$ cat src/rtl/core/first_fit_cell_allocator_macros.svh
// Assertion helpers for the cell allocator.
`ifndef FIRST_FIT_CELL_ALLOCATOR_MACROS_SVH
`define FIRST_FIT_CELL_ALLOCATOR_MACROS_SVH

`ifndef SYNTHESIS

`define FFCA_ASSERT_IMPL(label, clk, rst, ante, cons, msg) \
   label: assert property (@(posedge clk) disable iff (rst) (ante) |-> (cons)) \
      else $error(msg);

`define FFCA_ASSERT_NEXT(label, clk, rst, ante, cons, msg) \
   label: assert property (@(posedge clk) disable iff (rst) (ante) |=> (cons)) \
      else $error(msg);

`define FFCA_ASSERT_NEVER(label, clk, rst, cond, msg) \
   label: assert property (@(posedge clk) disable iff (rst) !(cond)) \
      else $error(msg);

`else

`define FFCA_ASSERT_IMPL(label, clk, rst, ante, cons, msg)
`define FFCA_ASSERT_NEXT(label, clk, rst, ante, cons, msg)
`define FFCA_ASSERT_NEVER(label, clk, rst, cond, msg)

`endif

`endif

$ cat src/rtl/core/ffca_pkg.sv
`default_nettype none

package ffca_pkg;

   localparam int MAX_CELLS = 128;
   localparam int CELL_AW   = (MAX_CELLS > 1) ? $clog2(MAX_CELLS) : 1;
   localparam int CNT_W     = $clog2(MAX_CELLS + 1);
   localparam int ID_W      = 16;
   localparam int CFG_W     = 8;

   localparam logic [ID_W-1:0]  ID_EXHAUSTED = 16'hFFFF;
   localparam logic [CFG_W-1:0] CELLS_RESET  = 8'd128;

   typedef enum logic [1:0] {
      OP_ALLOC  = 2'd0,
      OP_ERASE  = 2'd1,
      OP_DEFRAG = 2'd2
   } op_type;

   typedef enum logic [1:0] {
      ST_OK      = 2'd0,
      ST_FAIL    = 2'd1,
      ST_ILLEGAL = 2'd2
   } status_type;

endpackage

`default_nettype wire

$ cat src/rtl/core/first_fit_cell_allocator.sv
// Alloc scans the owner store for a free run, then tags it in a fill pass; an early fail
//   skips the scan. Erase scans once; defragment compacts, then clears the tail. Allocs and
//   failed erases answer through a registered response; a good erase or defragment does not.
// Throughput: one request at a time; req_ready is high only while idle.
// Reset: synchronous, active high; a clearing pass frees every cell, during which no request
//   is taken. next_id returns to 1, cells_in_use to 128.
`default_nettype none

module first_fit_cell_allocator (
   input  wire logic        clock,
   input  wire logic        reset,
   input  wire logic        req_valid,
   output logic             req_ready,
   input  wire logic [1:0]  req_opcode,
   input  wire logic [15:0] req_size_or_id,
   output logic             rsp_valid,
   input  wire logic        rsp_ready,
   output logic [1:0]       rsp_status,
   output logic [15:0]      rsp_block_id,
   input  wire logic        csr_valid,
   output logic             csr_ready,
   input  wire logic [7:0]  csr_cells_in_use
);

`include "first_fit_cell_allocator_macros.svh"

   localparam int AW = ffca_pkg::CELL_AW;
   localparam int CW = ffca_pkg::CNT_W;
   localparam int IW = ffca_pkg::ID_W;

   typedef enum logic [1:0] {
      S_FILL,
      S_IDLE,
      S_SCAN,
      S_DONE
   } state_type;

   state_type            state_ff, state_in;
   ffca_pkg::op_type     op_ff, op_in;
   logic [IW-1:0]        arg_ff, arg_in;
   logic [CW-1:0]        rd_ptr_ff, rd_ptr_in;
   logic                 rd_vld_ff, rd_vld_in;
   logic [AW-1:0]        rd_idx_ff;
   logic [IW-1:0]        rd_data_ff;
   logic [CW-1:0]        run_ff, run_in;
   logic [CW-1:0]        dst_ff, dst_in;
   logic                 found_ff, found_in;
   logic [CW-1:0]        fill_ptr_ff, fill_ptr_in;
   logic [CW-1:0]        fill_stop_ff, fill_stop_in;
   logic [IW-1:0]        fill_val_ff, fill_val_in;
   logic [IW-1:0]        next_id_ff, next_id_in;
   logic [7:0]           cells_ff;
   ffca_pkg::status_type pend_status_ff, pend_status_in;
   logic [IW-1:0]        pend_id_ff, pend_id_in;
   logic                 rsp_valid_ff, rsp_valid_in;
   ffca_pkg::status_type rsp_status_ff, rsp_status_in;
   logic [IW-1:0]        rsp_id_ff, rsp_id_in;

   logic [CW-1:0]        n_cells;
   logic                 rd_issue;
   logic [AW-1:0]        rd_addr;
   logic                 wr_en;
   logic [AW-1:0]        wr_addr;
   logic [IW-1:0]        wr_data;
   logic [CW-1:0]        want;
   logic [CW-1:0]        run_inc;
   logic                 scan_end;

   logic [IW-1:0]        owner_mem [ffca_pkg::MAX_CELLS];

   assign n_cells = (32'(cells_ff) > ffca_pkg::MAX_CELLS) ?
                    CW'(ffca_pkg::MAX_CELLS) : CW'(cells_ff);
   assign want     = arg_ff[CW-1:0];
   assign run_inc  = run_ff + CW'(1);
   assign rd_issue = (state_ff == S_SCAN) && (rd_ptr_ff != n_cells);
   assign rd_addr  = rd_ptr_ff[AW-1:0];
   assign scan_end = !rd_vld_ff && (rd_ptr_ff == n_cells);

   assign req_ready    = (state_ff == S_IDLE);
   assign csr_ready    = 1'b1;
   assign rsp_valid    = rsp_valid_ff;
   assign rsp_status   = rsp_status_ff;
   assign rsp_block_id = rsp_id_ff;

   // owner store: one read, one write port
   always_ff @(posedge clock) begin
      if (wr_en) begin
         owner_mem[wr_addr] <= wr_data;
      end
      rd_data_ff <= owner_mem[rd_addr];
      rd_idx_ff  <= rd_addr;
   end

   always_comb begin
      state_in       = state_ff;
      op_in          = op_ff;
      arg_in         = arg_ff;
      rd_ptr_in      = rd_ptr_ff;
      rd_vld_in      = rd_issue;
      run_in         = run_ff;
      dst_in         = dst_ff;
      found_in       = found_ff;
      fill_ptr_in    = fill_ptr_ff;
      fill_stop_in   = fill_stop_ff;
      fill_val_in    = fill_val_ff;
      next_id_in     = next_id_ff;
      pend_status_in = pend_status_ff;
      pend_id_in     = pend_id_ff;
      rsp_valid_in   = rsp_valid_ff && !rsp_ready;
      rsp_status_in  = rsp_status_ff;
      rsp_id_in      = rsp_id_ff;
      wr_en          = 1'b0;
      wr_addr        = fill_ptr_ff[AW-1:0];
      wr_data        = fill_val_ff;

      if (rd_issue) begin
         rd_ptr_in = rd_ptr_ff + CW'(1);
      end

      unique case (state_ff)
         S_IDLE: begin
            if (req_valid) begin
               arg_in     = req_size_or_id;
               rd_ptr_in  = '0;
               run_in     = '0;
               dst_in     = '0;
               found_in   = 1'b0;
               pend_id_in = '0;
               unique case (req_opcode)
                  ffca_pkg::OP_ALLOC: begin
                     op_in = ffca_pkg::OP_ALLOC;
                     if (req_size_or_id == '0 || req_size_or_id > IW'(n_cells) ||
                         next_id_ff >= ffca_pkg::ID_EXHAUSTED) begin
                        pend_status_in = ffca_pkg::ST_FAIL;
                        state_in       = S_DONE;
                     end else begin
                        state_in = S_SCAN;
                     end
                  end
                  ffca_pkg::OP_ERASE: begin
                     op_in = ffca_pkg::OP_ERASE;
                     if (req_size_or_id == '0) begin
                        pend_status_in = ffca_pkg::ST_ILLEGAL;
                        state_in       = S_DONE;
                     end else begin
                        state_in = S_SCAN;
                     end
                  end
                  ffca_pkg::OP_DEFRAG: begin
                     op_in    = ffca_pkg::OP_DEFRAG;
                     state_in = S_SCAN;
                  end
                  default: begin
                     state_in = S_IDLE;
                  end
               endcase
            end
         end
         S_SCAN: begin
            unique case (op_ff)
               ffca_pkg::OP_ALLOC: begin
                  if (rd_vld_ff) begin
                     if (rd_data_ff == '0) begin
                        run_in = run_inc;
                        if (run_inc == want) begin
                           // run complete: tag it in the fill pass
                           fill_ptr_in  = CW'(rd_idx_ff) + CW'(1) - want;
                           fill_stop_in = CW'(rd_idx_ff) + CW'(1);
                           fill_val_in  = next_id_ff;
                           state_in     = S_FILL;
                        end
                     end else begin
                        run_in = '0;
                     end
                  end else if (scan_end) begin
                     pend_status_in = ffca_pkg::ST_FAIL;
                     state_in       = S_DONE;
                  end
               end
               ffca_pkg::OP_ERASE: begin
                  if (rd_vld_ff) begin
                     if (rd_data_ff == arg_ff) begin
                        wr_en    = 1'b1;
                        wr_addr  = rd_idx_ff;
                        wr_data  = '0;
                        found_in = 1'b1;
                     end
                  end else if (scan_end) begin
                     if (found_ff) begin
                        state_in = S_IDLE;
                     end else begin
                        pend_status_in = ffca_pkg::ST_ILLEGAL;
                        state_in       = S_DONE;
                     end
                  end
               end
               default: begin
                  // compaction: writes land only on cells already read
                  if (rd_vld_ff) begin
                     if (rd_data_ff != '0) begin
                        wr_en   = 1'b1;
                        wr_addr = dst_ff[AW-1:0];
                        wr_data = rd_data_ff;
                        dst_in  = dst_ff + CW'(1);
                     end
                  end else if (scan_end) begin
                     fill_ptr_in  = dst_ff;
                     fill_stop_in = n_cells;
                     fill_val_in  = '0;
                     state_in     = S_FILL;
                  end
               end
            endcase
         end
         S_FILL: begin
            if (fill_ptr_ff != fill_stop_ff) begin
               wr_en       = 1'b1;
               fill_ptr_in = fill_ptr_ff + CW'(1);
            end else if (op_ff == ffca_pkg::OP_ALLOC) begin
               next_id_in     = next_id_ff + IW'(1);
               pend_status_in = ffca_pkg::ST_OK;
               pend_id_in     = fill_val_ff;
               state_in       = S_DONE;
            end else begin
               state_in = S_IDLE;
            end
         end
         S_DONE: begin
            if (!rsp_valid_ff || rsp_ready) begin
               rsp_valid_in  = 1'b1;
               rsp_status_in = pend_status_ff;
               rsp_id_in     = pend_id_ff;
               state_in      = S_IDLE;
            end
         end
         default: begin
            state_in = S_IDLE;
         end
      endcase
   end

   always_ff @(posedge clock) begin
      if (reset) begin
         // reset enters the fill pass as a defragment tail over the whole store
         state_ff     <= S_FILL;
         op_ff        <= ffca_pkg::OP_DEFRAG;
         rd_ptr_ff    <= '0;
         rd_vld_ff    <= 1'b0;
         run_ff       <= '0;
         dst_ff       <= '0;
         found_ff     <= 1'b0;
         fill_ptr_ff  <= '0;
         fill_stop_ff <= CW'(ffca_pkg::MAX_CELLS);
         fill_val_ff  <= '0;
         next_id_ff   <= IW'(1);
         cells_ff     <= ffca_pkg::CELLS_RESET;
         rsp_valid_ff <= 1'b0;
      end else begin
         state_ff       <= state_in;
         op_ff          <= op_in;
         arg_ff         <= arg_in;
         rd_ptr_ff      <= rd_ptr_in;
         rd_vld_ff      <= rd_vld_in;
         run_ff         <= run_in;
         dst_ff         <= dst_in;
         found_ff       <= found_in;
         fill_ptr_ff    <= fill_ptr_in;
         fill_stop_ff   <= fill_stop_in;
         fill_val_ff    <= fill_val_in;
         next_id_ff     <= next_id_in;
         if (csr_valid) begin
            cells_ff <= csr_cells_in_use;
         end
         pend_status_ff <= pend_status_in;
         pend_id_ff     <= pend_id_in;
         rsp_valid_ff   <= rsp_valid_in;
         rsp_status_ff  <= rsp_status_in;
         rsp_id_ff      <= rsp_id_in;
      end
   end

   `FFCA_ASSERT_IMPL(a_ok_has_id, clock, reset, rsp_valid_ff && rsp_status_ff == ffca_pkg::ST_OK, rsp_id_ff != '0, "allocated response without id")
   `FFCA_ASSERT_IMPL(a_fail_no_id, clock, reset, rsp_valid_ff && rsp_status_ff != ffca_pkg::ST_OK, rsp_id_ff == '0, "failed response carries an id")
   `FFCA_ASSERT_IMPL(a_no_rw_clash, clock, reset, wr_en && state_ff == S_SCAN && rd_issue, wr_addr != rd_addr, "scan write hits the cell being read")
   `FFCA_ASSERT_NEVER(a_id_nonzero, clock, reset, next_id_ff == '0, "next id wrapped to zero")

endmodule

`default_nettype wire
$ cat config.mk
export PLATFORM = sky130hd
export DESIGN_NAME = first_fit_cell_allocator
export DESIGN_NICKNAME = d
export VERILOG_FILES = /design/src/rtl/core/ffca_pkg.sv /design/src/rtl/core/first_fit_cell_allocator.sv
export VERILOG_INCLUDE_DIRS = /design/src /design/src/rtl/core
export SDC_FILE = /design/constraint.sdc
export NUM_CORES = 2
export LEC_CHECK = 0
export BUFFER_PORTS_ARGS = -buffer_cell sky130_fd_sc_hd__buf_2
export CAP_MARGIN = 20
export CORE_MARGIN = 8
export CORE_UTILIZATION = 40
export CTS_CLUSTER_SIZE = 14
export DETAILED_ROUTE_END_ITERATION = 10
export PLACE_DENSITY = 0.6
export SETUP_SLACK_MARGIN = 0.2
export SYNTH_ARGS = -nofsm -noshare
export SYNTH_HDL_FRONTEND = slang
export SYNTH_SLANG_ARGS = --single-unit
$ cat constraint.sdc
create_clock -name clock -period 8.3 [get_ports clock]
set_clock_uncertainty 0.2 [all_clocks]
set_input_delay 0.83 -clock clock [delete_from_list [all_inputs] [get_ports clock]]
set_output_delay 0.83 -clock clock [all_outputs]
set_load 0.03 [all_outputs]
==> impl_metrics.py <==
metrics = {
    "power": {
        "power.leakage_nw": 29.34,
        "cellPowerDensity_nw_per_um2": 234.7,
        "ir_drop_mv": 0.2151,
    },
    "final_layout": {
        "fill_cells": 18020,
        "final_common_cell": "edfxtp_1",
        "drive_gt1_share_pct": 28.97,
        "nets": 4316,
        "final_cell_count_no_fill": 7302,
        "layout_common_cells": "edfxtp_1, mux4_2, clkbuf_16",
        "syn_to_final_growth_pct": 13.31,
    },
    "synth": {
        "synth-edff-count": 2100,
        "yosysSeqAreaShare_pct": 75.10,
        "synth_mux_area_share_pct": 17.81,
        "ys_seq_elements": 2210,
        "synth_nets": 4066,
        "async_reset_ff_share_pct": 0,
        "synth_top_family_by_area": "multiplexers",
        "synthFlopType": "edfxtp_1",
        "netlist_area_um2": 86910,
        "synthXorXnorAreaFrac_pct": 0.7155,
        "synth-compound-area-share_pct": 1.765,
        "syn_area_per_cell_um2": 21.68,
        "yosys_warnings": 0,
        "syn_inst": 4009,
        "yosys.area_share.simple_pct": 3.075,
        "ys_types": 87,
        "synth_fa_ha_area_share_pct": 0.3830,
    },
    "sta": {
        "tightest_slew_ns": 0.9982,
        "fin_crit_sh_pct": 55.38,
        "drv_slew": 0,
        "setup_violations": 0,
        "tns_ns": 0,
        "hold_viol": 0,
        "relSlewSlack_pct": 33.46,
        "fmax_mhz": 217.6,
        "period_minus_slack_ns": 4.596,
        "rsz0062_at_grt": "no",
    },
    "clocking": {
        "clockBufferDepth": 3,
        "htreeDepth": 4,
        "cts.sinks": 2210,
        "clkSlewWorstSetupHoldPaths_ns": 0.06,
        "clock-root-buffer": "clkbuf_16",
        "post_cts_buffers": 0,
        "cts_buffers": 219,
        "cts_tree": "yes",
        "clock_latency_ns": 0.86,
    },
    "die": {
        "dieWidth_um": 482.1,
        "core_area_um2": 216500,
        "start_util_pct": 40.14,
        "die-height_um": 482.1,
        "dieArea_um2": 232400,
        "io_pins": 52,
        "num_rows": 171,
    },
    "global_route": {
        "grt_max_degree": 138,
        "antenna_found_initial": 6,
        "grt_pass1_wl_mm": 303.2,
        "grt_util_all_layers_pct": 17.80,
        "first_global_vias": 41660,
        "overflow": 0,
    },
    "worst_setup_path": {
        "worst-setup-path-type": "register to register",
        "cp_cell_sequence": "xor2_1, nor4_1, nand4_1, nor2_1, o211a_2, nand4_2, nor2_1, buf_4",
        "cp.required_ns": 8.63,
        "cpLargestDelayFamily": "simple AND/OR/NAND/NOR gates",
        "startpoint_type": "register",
        "crit_path_max_incr_delay_ns": 0.62,
        "path_common_cell": "nor2_1",
        "worst-path-buf-inv": 1,
        "slowest_stage": "nor2_1",
        "r2r_start": "arg_ff[7]",
        "crit_path_start": "arg_ff[7]",
        "worst-path-max-fanout": 11,
        "endpoint_kind": "register",
        "arrival_ns": 4.92,
    },
    "route": {
        "wl_per_cell_um": 28.74,
        "postRouteAntennaNets": 0,
        "drt_iter0_drc": 4615,
        "drtPass1Iterations": 8,
        "drcViolationCount": 0,
        "vias": 41440,
        "via_per_inst": 5.675,
        "wl_mm": 209.8,
    },
    "min_path": {
        "min_from": "req_size_or_id[2]",
        "hold_path_class": "input port to register",
    },
    "status": {
        "status": "complete, no violations",
    },
    "placed_design": {
        "globalplace.congestion": 0.8872,
        "dp_cells": 6872,
        "dpl.hpwl_mm": 121.4,
        "port-buffer-count": 50,
    },
    "job": {
        "cap_viol_max_count": 0,
    },
}
sequential cells by signal, summed over array words and instances, names as in the netlist, 7 cells and up:
register,flops
run_ff,8
pend_id_ff,16
next_id_ff,16
fill_stop_ff,8
rd_ptr_ff,8
dst_ff,8
fill_ptr_ff,8
rsp_block_id,16
fill_val_ff,16
rd_idx_ff,7
rd_data_ff,16
arg_ff,16
cells_ff,8
owner_mem,2048
through the flow:
| step | util, % | hold WS (ns) | area (um^2) | power [mW] | setup slack, ns |
|---|---|---|---|---|---|
| after detailed placement | 42.24 | 0.2079 | 91460 | 13.90 | 3.783 |
| after global placement | 42.24 | 0.2053 | 91460 | 13.90 | 3.827 |
| after floorplan | - | 0.1290 | 86910 | 13.30 | 4.135 |
| after global routing | 45.48 | 0.01602 | 98470 | 23.76 | 3.450 |
| after CTS | 45.47 | 0.0008443 | 98440 | 23.26 | 3.749 |
| final | 45.48 | 0.06444 | 98470 | 23.11 | 3.704 |
synth_stat cells (12+ instances only):
library cell,instances,share of area (%)
xnor2_1,23,0.23
a21oi_1,42,0.24
buf_2,50,0.29
mux4_2,641,17
o22ai_1,15,0.11
nor3_1,13,0.075
mux2_2,37,0.48
dfxtp_1,110,2.5
nor2_1,222,0.96
a22o_1,17,0.17
clkbuf_1,111,0.48
o21ai_0,34,0.20
a221o_1,15,0.17
nand4_4,12,0.29
xor2_1,48,0.48
mux2i_1,62,0.71
buf_1,56,0.24
nor4_1,14,0.10
ha_1,25,0.36
edfxtp_1,2100,73
nand3_1,41,0.24
nand2_1,70,0.30
and2_1,22,0.16
nand4_1,21,0.15
nor2b_1,18,0.13
inv_1,22,0.095
area by class of cell:
| type | count | area [um^2] | area share (%) |
|---|---|---|---|
| Sequential cell | 2210 | 65290 | 66.30 |
| Multi-Input combinational cell | 1554 | 20810 | 21.13 |
| Clock buffer | 279 | 5767 | 5.856 |
| Tap cell | 2854 | 3571 | 3.626 |
| Timing Repair Buffer | 250 | 1904 | 1.934 |
| Clock inverter | 129 | 1039 | 1.055 |
| Inverter | 24 | 90.09 | 0.09148 |
| Antenna cell | 2 | 5.005 | 0.005082 |
repair_timing:
item                                   CTS  global route
endpoints found under the hold margin   18             0
gates resized for setup                  0             0
hold buffers                            18             0
layer usage:
metal	GRT usage, %	share of wire (%)	up-vias
met3	3.355	6.6	264
met1	24.67	42	22400
met4	4.136	2.2	2
met5	0.4141	0.062	-
li1	-	-	17360
met2	29.41	49	1422
power by group:
group	switching (mW)	internal [mW]	leakage, nW
registers	0.138	12.3	19.6
logic	0.883	0.405	6.39
clock network	4.18	5.23	3.31
total	5.20	17.9	29.3
path summary, 6_finish.rpt:
kind,end,slack (ns),cells after the start
max,owner_mem[64][8],3.70,8
min,arg_ff[2],0.06,1
max reg2reg,owner_mem[64][8],3.70,8
min reg2reg,rsp_status[0],0.22,0
cell families (layout without fill, tap and decap cells):
family / Yosys count / after routing
compound gates: 207 / 207
xor+xnor: 71 / 71
fa+ha+maj: 26 / 26
buf+inv: 245 / 682
flops: 2210 / 2210
mux: 740 / 740
other cells: 1 / 3
simple gates: 509 / 509
worst reg2reg max path, stage by stage (launching register included):
cell	delay (ns)
edfxtp_1	0.47
xor2_1	0.18
nor4_1	0.43
nand4_1	0.43
nor2_1	0.57
o211a_2	0.55
nand4_2	0.47
nor2_1	0.64
buf_4	0.33
Power figures use the tool's default switching activity.
